<file path="config.mk">
export PLATFORM = sky130hd
export DESIGN_NAME = float48_multiplier_core
export DESIGN_NICKNAME = d
export VERILOG_FILES = /design/src/design/fm48_pkg.sv /design/src/design/float48_multiplier_core.sv /design/src/design/fm48_cell.sv /design/src/design/fm48_norm.sv
export VERILOG_INCLUDE_DIRS = /design/src /design/src/design
export SDC_FILE = /design/constraint.sdc
export NUM_CORES = 2
export LEC_CHECK = 0
export ABC_CLOCK_PERIOD_IN_PS = 18700
export BUFFER_PORTS_ARGS = -buffer_cell sky130_fd_sc_hd__buf_2
export CAP_MARGIN = 40
export CORE_MARGIN = 2
export CORE_UTILIZATION = 31
export CTS_BUF_LIST = sky130_fd_sc_hd__clkbuf_2 sky130_fd_sc_hd__clkbuf_4 sky130_fd_sc_hd__clkbuf_8
export CTS_CLUSTER_DIAMETER = 100
export DETAILED_ROUTE_END_ITERATION = 6
export SYNTH_ARGS = -nofsm -noshare
export SYNTH_HDL_FRONTEND = slang
export SYNTH_SLANG_ARGS = --single-unit
</file>
<file path="constraint.sdc">
create_clock -name clock -period 18.7 [get_ports clock]
set_input_delay 4.675 -clock clock [delete_from_list [all_inputs] [get_ports clock]]
set_output_delay 4.675 -clock clock [all_outputs]
set_load 0.03 [all_outputs]
</file>
<file path="src/design/float48_multiplier_core_assert.svh">
// Assertion macros for the float48 multiplier RTL.
`ifndef FLOAT48_MULTIPLIER_CORE_ASSERT_SVH
`define FLOAT48_MULTIPLIER_CORE_ASSERT_SVH

// The consequent must hold in the same cycle as the antecedent.
`define FM48_ASSERT_SAME(label, clk, rst, ante, cons) \
   label: assert property (@(posedge clk) disable iff (rst) (ante) |-> (cons)) \
      else $error("fm48 assertion failed");

// The consequent must hold in the cycle after the antecedent.
`define FM48_ASSERT_NEXT(label, clk, rst, ante, cons) \
   label: assert property (@(posedge clk) disable iff (rst) (ante) |=> (cons)) \
      else $error("fm48 assertion failed");

`endif

</file>
<file path="src/design/fm48_pkg.sv">
// Package with constants and types for the float48 multiplier.
package fm48_pkg;

   localparam int MANT_BITS          = 40;
   localparam int EXP_BITS           = 8;
   localparam int WORD_BITS          = MANT_BITS + EXP_BITS;
   localparam int EXP_BIAS           = 128;
   localparam int EXP_CALC_BITS      = EXP_BITS + 2;
   localparam int Z88_CLEAR_BITS     = 8;
   localparam int DIGIT_BITS_DEFAULT = 8;

   typedef struct packed {
      logic [WORD_BITS-1:0] operand_a;
      logic [WORD_BITS-1:0] operand_b;
   } req_type;

   typedef struct packed {
      logic [WORD_BITS-1:0] product;
      logic                 exponent_wrapped;
   } rsp_type;

   typedef struct packed {
      logic                 bypass;
      logic [WORD_BITS-1:0] bypass_word;
      logic                 neg;
      logic [EXP_BITS:0]    exp_sum;
   } side_type;

endpackage

</file>
<file path="src/design/float48_multiplier_core.sv">
// Top level of the pipelined 48-bit float multiplier.
//
// Multiplies two 6-byte floats: a 40-bit mantissa whose top bit is the sign
// and an 8-bit exponent biased by 128, where exponent zero means zero.
// Operand pairs arrive on the req_ channel and results leave on the rsp_
// channel; both use valid and stall, and a transfer happens on a clock edge
// with valid high and stall low. The csr_ port writes the z88_mode bit, which
// clears the lowest mantissa byte of every computed result.
// The mantissa product is formed by a row of CELL_COUNT cells, each adding
// the first operand times one DIGIT_BITS-wide digit of the second, followed
// by a normalize stage that drives the result register. One transfer is
// accepted every cycle while req_stall is low. When the receiver stalls,
// results keep entering the empty stages behind the result register, and
// req_stall rises only when every stage holds an item. Synchronous reset
// empties all stages and clears z88_mode.
module float48_multiplier_core #(
   parameter int DIGIT_BITS = fm48_pkg::DIGIT_BITS_DEFAULT
) (
   input  logic              clock,
   input  logic              reset,
   input  logic              req_valid,
   output logic              req_stall,
   input  fm48_pkg::req_type req_data,
   output logic              rsp_valid,
   input  logic              rsp_stall,
   output fm48_pkg::rsp_type rsp_data,
   input  logic              csr_write_enable,
   input  logic              csr_write_data
);
   import fm48_pkg::*;

   `include "float48_multiplier_core_assert.svh"

   localparam int CELL_COUNT = (MANT_BITS + DIGIT_BITS - 1) / DIGIT_BITS;
   localparam int MB_BITS    = CELL_COUNT * DIGIT_BITS;

   logic                 z88_mode_ff;
   logic [EXP_BITS-1:0]  exp_a, exp_b;
   side_type             side_req;
   logic [MANT_BITS-1:0] ma_req;
   logic [MB_BITS-1:0]   mb_req;

   logic                 valid_chain [0:CELL_COUNT];
   logic                 ready_chain [0:CELL_COUNT];
   side_type             side_chain  [0:CELL_COUNT];
   logic [MANT_BITS-1:0] ma_chain    [0:CELL_COUNT];
   logic [MB_BITS-1:0]   mb_chain    [0:CELL_COUNT];
   logic [MANT_BITS-1:0] acc_chain   [0:CELL_COUNT];
   logic [MB_BITS-1:0]   low_chain   [0:CELL_COUNT];
   logic [CELL_COUNT-1:0] cell_valid;

   always_ff @(posedge clock) begin
      if (reset) begin
         z88_mode_ff <= 1'b0;
      end else if (csr_write_enable) begin
         z88_mode_ff <= csr_write_data;
      end
   end

   assign exp_a = req_data.operand_a[WORD_BITS-1:MANT_BITS];
   assign exp_b = req_data.operand_b[WORD_BITS-1:MANT_BITS];

   always_comb begin
      side_req.bypass      = (exp_a == '0) || (exp_b == '0);
      side_req.bypass_word = (exp_a == '0) ? req_data.operand_a : req_data.operand_b;
      side_req.neg         = req_data.operand_a[MANT_BITS-1] ^ req_data.operand_b[MANT_BITS-1];
      side_req.exp_sum     = {1'b0, exp_a} + {1'b0, exp_b};
      ma_req               = {1'b1, req_data.operand_a[MANT_BITS-2:0]};
      mb_req               = MB_BITS'({1'b1, req_data.operand_b[MANT_BITS-2:0]});
   end

   assign valid_chain[0] = req_valid;
   assign side_chain[0]  = side_req;
   assign ma_chain[0]    = ma_req;
   assign mb_chain[0]    = mb_req;
   assign acc_chain[0]   = '0;
   assign low_chain[0]   = '0;
   assign req_stall      = !ready_chain[0];

   for (genvar i = 0; i < CELL_COUNT; i++) begin : g_cell
      fm48_cell #(
         .DIGIT_BITS(DIGIT_BITS)
      ) u_cell (
         .clock    (clock),
         .reset    (reset),
         .in_valid (valid_chain[i]),
         .in_ready (ready_chain[i]),
         .in_side  (side_chain[i]),
         .in_ma    (ma_chain[i]),
         .in_mb    (mb_chain[i]),
         .in_acc   (acc_chain[i]),
         .in_low   (low_chain[i]),
         .out_valid(valid_chain[i+1]),
         .out_ready(ready_chain[i+1]),
         .out_side (side_chain[i+1]),
         .out_ma   (ma_chain[i+1]),
         .out_mb   (mb_chain[i+1]),
         .out_acc  (acc_chain[i+1]),
         .out_low  (low_chain[i+1])
      );
      assign cell_valid[i] = valid_chain[i+1];
   end

   fm48_norm #(
      .DIGIT_BITS(DIGIT_BITS)
   ) u_norm (
      .clock    (clock),
      .reset    (reset),
      .in_valid (valid_chain[CELL_COUNT]),
      .in_ready (ready_chain[CELL_COUNT]),
      .in_side  (side_chain[CELL_COUNT]),
      .in_acc   (acc_chain[CELL_COUNT]),
      .in_low   (low_chain[CELL_COUNT]),
      .z88_mode (z88_mode_ff),
      .rsp_valid(rsp_valid),
      .rsp_stall(rsp_stall),
      .rsp_data (rsp_data)
   );

   `FM48_ASSERT_SAME(a_stall_only_when_full, clock, reset, req_stall, cell_valid[0])
   `FM48_ASSERT_SAME(a_full_and_stalled, clock, reset,
      rsp_valid && rsp_stall && (&cell_valid), req_stall)
   `FM48_ASSERT_NEXT(a_output_drains, clock, reset,
      rsp_valid && !rsp_stall && !cell_valid[CELL_COUNT-1], !rsp_valid)

endmodule

</file>
<file path="src/design/fm48_cell.sv">
// One multiply cell: adds the operand times one multiplier digit and retires a digit.
module fm48_cell #(
   parameter int DIGIT_BITS = fm48_pkg::DIGIT_BITS_DEFAULT
) (
   input  logic                          clock,
   input  logic                          reset,
   input  logic                          in_valid,
   output logic                          in_ready,
   input  fm48_pkg::side_type            in_side,
   input  logic [fm48_pkg::MANT_BITS-1:0] in_ma,
   input  logic [((fm48_pkg::MANT_BITS + DIGIT_BITS - 1) / DIGIT_BITS) * DIGIT_BITS - 1:0] in_mb,
   input  logic [fm48_pkg::MANT_BITS-1:0] in_acc,
   input  logic [((fm48_pkg::MANT_BITS + DIGIT_BITS - 1) / DIGIT_BITS) * DIGIT_BITS - 1:0] in_low,
   output logic                          out_valid,
   input  logic                          out_ready,
   output fm48_pkg::side_type            out_side,
   output logic [fm48_pkg::MANT_BITS-1:0] out_ma,
   output logic [((fm48_pkg::MANT_BITS + DIGIT_BITS - 1) / DIGIT_BITS) * DIGIT_BITS - 1:0] out_mb,
   output logic [fm48_pkg::MANT_BITS-1:0] out_acc,
   output logic [((fm48_pkg::MANT_BITS + DIGIT_BITS - 1) / DIGIT_BITS) * DIGIT_BITS - 1:0] out_low
);
   import fm48_pkg::*;

   localparam int CELL_COUNT = (MANT_BITS + DIGIT_BITS - 1) / DIGIT_BITS;
   localparam int MB_BITS    = CELL_COUNT * DIGIT_BITS;
   localparam int SUM_BITS   = MANT_BITS + DIGIT_BITS;

   logic                  valid_ff;
   side_type              side_ff;
   logic [MANT_BITS-1:0]  ma_ff;
   logic [MB_BITS-1:0]    mb_ff, mb_in;
   logic [MANT_BITS-1:0]  acc_ff, acc_in;
   logic [MB_BITS-1:0]    low_ff, low_in;
   logic [SUM_BITS-1:0]   partial;
   logic [SUM_BITS-1:0]   sum;

   assign partial = {{DIGIT_BITS{1'b0}}, in_ma} * {{MANT_BITS{1'b0}}, in_mb[DIGIT_BITS-1:0]};
   assign sum     = {{DIGIT_BITS{1'b0}}, in_acc} + partial;
   assign acc_in  = sum[SUM_BITS-1:DIGIT_BITS];
   assign low_in  = {sum[DIGIT_BITS-1:0], in_low[MB_BITS-1:DIGIT_BITS]};
   assign mb_in   = {{DIGIT_BITS{1'b0}}, in_mb[MB_BITS-1:DIGIT_BITS]};

   assign in_ready = !valid_ff || out_ready;

   always_ff @(posedge clock) begin
      if (reset) begin
         valid_ff <= 1'b0;
      end else if (in_ready) begin
         valid_ff <= in_valid;
      end
   end

   always_ff @(posedge clock) begin
      if (in_ready && in_valid) begin
         side_ff <= in_side;
         ma_ff   <= in_ma;
         mb_ff   <= mb_in;
         acc_ff  <= acc_in;
         low_ff  <= low_in;
      end
   end

   assign out_valid = valid_ff;
   assign out_side  = side_ff;
   assign out_ma    = ma_ff;
   assign out_mb    = mb_ff;
   assign out_acc   = acc_ff;
   assign out_low   = low_ff;

endmodule

</file>
<file path="src/design/fm48_norm.sv">
// Normalize, exponent and packing stage with the result register.
module fm48_norm #(
   parameter int DIGIT_BITS = fm48_pkg::DIGIT_BITS_DEFAULT
) (
   input  logic                          clock,
   input  logic                          reset,
   input  logic                          in_valid,
   output logic                          in_ready,
   input  fm48_pkg::side_type            in_side,
   input  logic [fm48_pkg::MANT_BITS-1:0] in_acc,
   input  logic [((fm48_pkg::MANT_BITS + DIGIT_BITS - 1) / DIGIT_BITS) * DIGIT_BITS - 1:0] in_low,
   input  logic                          z88_mode,
   output logic                          rsp_valid,
   input  logic                          rsp_stall,
   output fm48_pkg::rsp_type             rsp_data
);
   import fm48_pkg::*;

   localparam int CELL_COUNT = (MANT_BITS + DIGIT_BITS - 1) / DIGIT_BITS;
   localparam int MB_BITS    = CELL_COUNT * DIGIT_BITS;
   localparam int PROD_BITS  = MANT_BITS + MB_BITS;
   localparam int TOP_BIT    = 2 * MANT_BITS - 1;

   logic [PROD_BITS-1:0]     prod;
   logic                     shift;
   logic [MANT_BITS-1:0]     mant;
   logic [EXP_CALC_BITS-1:0] exp_full;
   logic                     valid_ff;
   rsp_type                  data_ff, data_in;

   assign prod  = {in_acc, in_low};
   assign shift = !prod[TOP_BIT];

   always_comb begin
      mant = shift ? prod[TOP_BIT-1 -: MANT_BITS] : prod[TOP_BIT -: MANT_BITS];
      mant[MANT_BITS-1] = in_side.neg;
      if (z88_mode) begin
         mant[Z88_CLEAR_BITS-1:0] = '0;
      end
   end

   assign exp_full = {1'b0, in_side.exp_sum} - EXP_CALC_BITS'(EXP_BIAS)
                     - {{(EXP_CALC_BITS-1){1'b0}}, shift};

   always_comb begin
      if (in_side.bypass) begin
         data_in.product          = in_side.bypass_word;
         data_in.exponent_wrapped = 1'b0;
      end else begin
         data_in.product          = {exp_full[EXP_BITS-1:0], mant};
         data_in.exponent_wrapped = exp_full[EXP_CALC_BITS-1] | exp_full[EXP_BITS];
      end
   end

   assign in_ready = !valid_ff || !rsp_stall;

   always_ff @(posedge clock) begin
      if (reset) begin
         valid_ff <= 1'b0;
      end else if (in_ready) begin
         valid_ff <= in_valid;
      end
   end

   always_ff @(posedge clock) begin
      if (in_ready && in_valid) begin
         data_ff <= data_in;
      end
   end

   assign rsp_valid = valid_ff;
   assign rsp_data  = data_ff;

endmodule
</file>
; Yosys cells after proc, flatten, opt, wreduce, memory -nomap -nowiden
; Cells that the tools add are included.
[totals]
reg_bits = 903
input_bits = 102
out_inout_bits = 51
wordCells = 89
[op_classes]
add_sub_neg = 7
n_mul = 5
mux = 4
bitwise = 2
reduce_logical = 24
[op_table]
columns = op, count
row1 = $mul A40 B8 Y48, 5
row2 = $add A40 B48 Y48, 4
row3 = $mux W49, 1
row4 = $mux W48, 1
row5 = $mux W39, 1
row6 = $logic_not A8 Y1, 2
row7 = $sub A10 B1 Y10, 1
row8 = $sub A9 B8 Y10 const B, 1
row9 = $add A8 B8 Y9, 1
row10 = $logic_not A1 Y1, 9
row11 = $mux W8, 1
row12 = $logic_or A1 B1 Y1, 7
row13 = $logic_and A1 B1 Y1, 6
row14 = $or A1 B1 Y1, 1
row15 = $xor A1 B1 Y1, 1

; Longest topological paths before layout
[logic_depth]
ltp_word = 8
ltp_mapped = 22
mapped_depth_nobuf = 19

; Modules after synthesis
; A second synthesis with hierarchy kept.
[unflattened]
cells_unflattened = 8187
hier_area_um2 = 92159.6
[modules_own_cells]
columns = mod, instances, cells_each, area_per_inst_um2, seq_area_each_um2
row1 = fm48_cell (g_cell[1].u_cell ...), 2, 1567, 17669.4, 6356.1
row2 = fm48_cell (g_cell[0].u_cell), 1, 1571, 17725.8, 6356.1
row3 = fm48_cell (g_cell[3].u_cell), 1, 1567, 17710.7, 6356.1
row4 = fm48_cell (g_cell[4].u_cell), 1, 1551, 17588.1, 6356.1
row5 = fm48_norm, 1, 255, 2807.7, 1491.4
row6 = float48_multiplier_core, 1, 109, 988.4, 20.0

; Worst setup path after synthesis
; Ideal clock, no wire load.
[synth_path]
path_kind = input port to flip-flop
startpoint = input rsp_stall
endpoint = register g_cell[1].u_cell.acc_ff[0] (enable)
setup_ns = 0.928
t_arrival_ns = 16.731
required_time_ns = 17.772
setup_slack_ns = 1.041
cell_stages = 3
n_path_buf = 0
cell_sequence = and3_1 and3_1 a21boi_0
[synth_via]
elab_chain_len = 7
[synth_lines]
columns = item, line
row1 = from (decl), float48_multiplier_core.sv:25  ; input logic rsp_stall,
row2 = $logic_not A1 Y1, fm48_norm.sv:55  ; assign in_ready = !valid_ff || !rsp_stall;
row3 = $logic_or A1 B1 Y1, fm48_norm.sv:55
row4 = $logic_or A1 B1 Y1 (4 in a row), fm48_cell.sv:43  ; assign in_ready = !valid_ff || out_ready;
row5 = $logic_and A1 B1 Y1, fm48_cell.sv:54  ; if (in_ready && in_valid) begin
row6 = to (signal assigned), fm48_cell.sv:58  ; acc_ff <= acc_in;
row7 = to (decl), fm48_cell.sv:32  ; logic [MANT_BITS-1:0] acc_ff, acc_in;
; Every way passes these cells.
; A chain may end at the register's enable or synchronous reset.

; Worst setup path in the final report
[layout_path]
startpoint = input rsp_stall
endpoint = output req_stall
[layout_via]
elab_chain_len = 8
[layout_lines]
columns = item, line
row1 = $logic_not A1 Y1, fm48_norm.sv:55
row2 = $logic_or A1 B1 Y1, fm48_norm.sv:55
row3 = $logic_or A1 B1 Y1 (5 in a row), fm48_cell.sv:43
row4 = $logic_not A1 Y1, float48_multiplier_core.sv:78  ; assign req_stall = !ready_chain[0];
row5 = to (decl), float48_multiplier_core.sv:22  ; output logic req_stall,
; Every way passes these cells.

==> results.yml <==
layout:
  fill_cells: 25000
  ff_latch_area_um2: 23500
  syn2layout_area_growth_pct: 9.20
  final_area_um2: 84900
  multiInputGateArea_um2: 47600
  nets: 8993
  drive_gt1_share_pct: 6.72
run:
  max_cap_violations: 0
critical_path:
  cp_max_fo: 5
  cp-endpoint: "req_stall"
  worst-endpoint-arrival_ps: 6050
  worst_ep_required_time_ps: 14030
  worstSetupEndpointType: "primary output"
  cp-startpoint: "rsp_stall"
  cp-start-kind: "primary input"
  r2r_setup_slack_ps: 12440
  worstSetupPathType: "in2out"
  rr_worst_depth: 19
  r2r_end: "g_cell[4].u_cell.out_acc[38]$_DFFE_PP_"
  regToRegStartpoint: "g_cell[3].u_cell.out_mb[0]$_DFFE_PP_"
global_routing:
  antenna_found_initial: 25
  grt_pass1_wl_mm: 292
  grt_start_max_net_pins: 150
  grt_use_total_pct: 14.3
  grt_pass1_vias: 53000
  grt_overflow: 0
clock_tree:
  cts_tree: "built"
  cts_made_buffers: 120
  path_clk_slew_ps: 60
  cts_buffer_depth: 3
  cts_num_sinks: 784
  clk-insertion-delay-late_ps: 840
  cts-resized-gates: 0
  root_buffer: "clkbuf_8"
  post_cts_buffers: 0
  h-tree-depth: 3
  cts_hold_buf: 0
sta:
  max_freq_ghz: 0.0933
  fin_skew_ps: 41.9
  fin_crit_ps: 10720
  setup_viol: 0
  slew_headroom_pct: 36.2
  fin_crit_sh_pct: 57.3
  worst_slew_pin_slew_ps: 957
  hold_viol: 0
  rsz0062_at_grt: "false"
  final_max_slew_viol_count: 0
  tns_ps: 0
place:
  gp_congestion: 0.868
  placed_area_um2: 82500
  dp_hpwl_mm: 146
  place.port_buffers: 152
floorplan:
  core-area_um2: 249000
  die_h_um: 505
  die-area_um2: 255000
  fp.dieW_um: 505
  pin_count: 153
  initial_core_util_pct: 31.2
  core.rowCount: 183
synthesis:
  syn_inst: 7145
  netlist.area_leader.share_pct: 33.4
  synth-seq-cells: 784
  synth.most_common_cell: "inv_1"
  syn_nets: 8880
  synthFlopType: "edfxtp_1"
  synth-edff-count: 777
  synth_top_area_cell: "fa_1"
  ys_types: 81
  synth_common_cells: "inv_1 (1597), fa_1 (1297), and2_1 (1018)"
  avgSynthCellArea_um2: 10.9
  ys_warn_count: 0
  synth-seq-area-share_pct: 30.2
  synthArstFlopShare_pct: 0
  synth_area_um2: 77800
  synthTopCellsByArea: "fa_1 (33%), edfxtp_1 (30%), and2_1 (8.2%)"
power_and_ir_drop:
  ir_drop_mv: 0.137
  power_mw: 13.5
  power_density_nw_per_um2: 159
  p_leak_nw: 38.8
route:
  wl_per_cell_um: 17.0
  met3WireLength_mm: 10.6
  wirelength_mm: 182
  num_vias: 49200
  avgViaCountPerCell: 4.61
  drc: 0
  ant_nets: 0
  drtPass1Iterations: 5
  met1_length_mm: 86.2
  top_layer_used: "met5"
  dr.first_iter.drc_count: 3110
  wl_met2_mm: 81.4
outcome:
  status: "complete, no violations"
min_path:
  min_path_type: "reg2reg"
[worst min-delay path by stage]
stage                                            startpoint                                       to  slack, ps  depth (start not counted)
floorplan              g_cell[0].u_cell.out_mb[8]$_DFFE_PP_     g_cell[1].u_cell.out_mb[0]$_DFFE_PP_        400                          0
global placement     g_cell[3].u_cell.out_side[9]$_DFFE_PP_   g_cell[4].u_cell.out_side[9]$_DFFE_PP_        400                          0
detailed placement    g_cell[0].u_cell.out_mb[28]$_DFFE_PP_    g_cell[1].u_cell.out_mb[20]$_DFFE_PP_        400                          0
CTS                 g_cell[1].u_cell.out_side[44]$_DFFE_PP_  g_cell[2].u_cell.out_side[44]$_DFFE_PP_        390                          0
global route          g_cell[1].u_cell.out_mb[20]$_DFFE_PP_    g_cell[2].u_cell.out_mb[12]$_DFFE_PP_        400                          0
finish                 g_cell[2].u_cell.out_mb[8]$_DFFE_PP_     g_cell[3].u_cell.out_mb[0]$_DFFE_PP_        400                          0
[flip-flops by register name, indices dropped and copies added (netlist names), 5 cells and up]
signal and count:
g_cell.u_cell.out_valid 5, g_cell.u_cell.out_side 295, g_cell.u_cell.out_acc 200, g_cell.u_cell.out_ma 156, u_norm.rsp_data 49, g_cell.u_cell.out_mb 76
[placed cells by master, fill, tap and decap left out, drive strengths merged, types with 8 or more instances in the layout]
master	n
inv	1600
fa	1297
and2	1018
edfxtp	777
nand2	653
ha	336
a21oi	210
buf	204
clkbuf	161
o21ai	133
xnor2	119
a21o	113
nor2	105
xor2	77
nand4	46
mux2	43
clkinv	41
nand3	40
mux2i	40
nor3	32
and3	29
o21bai	26
nor2b	26
a211oi	25
o21a	21
a31oi	20
o31ai	11
nand2b	10
nor4	10
a31o	9
a221oi	8
a21boi	8
[per-layer routing]
layer / up-vias / GRT usage [%]
met5: - / 0
met4: 8 / 3.04
met3: 245 / 2.22
met2: 1273 / 22.4
met1: 25400 / 20.9
li1: 22300 / -
[final cells by class]
cell class | count | area share (%)
clock buffers | 161 | 2.34
repair buffers | 204 | 1.46
diodes | 7 | 0.0206
flip-flops and latches | 784 | 27.6
inverters | 1597 | 7.06
well taps | 3330 | 4.91
clock inverters | 57 | 0.566
multi-input cells | 4551 | 56.0
[worst max-delay path, cell delays in order]
cell and delay, ps:
buf_2 130, and3_1 340, and3_1 380, and3_1 290
buf_2 230
[power breakdown]
part	internal, mW	switching [mW]
clock network	0.790	0.687
registers	2.63	0.0939
logic	3.80	5.55
[per-stage QoR]
step / cells / util (%) / worst slack, ps / hold slack, ps
6_report: 10700 / 34.1 / 7980 / 400
5_1_grt: 10700 / 34.1 / 7920 / 400
4_1_cts: 10700 / 34.1 / 7990 / 392
3_5_place_dp: 10500 / 33.1 / 8000 / 405
3_3_place_gp: 10500 / 33.1 / 8030 / 400
2_1_floorplan: 7145 / - / 1040 / 400
[cells by family after synthesis]
group | synth area share (%)
adder cells (fa/ha/maj) | 38.8
flip-flops | 30.2
AO/OA/AOI/OAI | 5.38
AND/OR/NAND/NOR | 13.6
XOR/XNOR | 2.21
multiplexers | 1.14
buffers and inverters | 8.74
(Power assumes the default switching activity.)
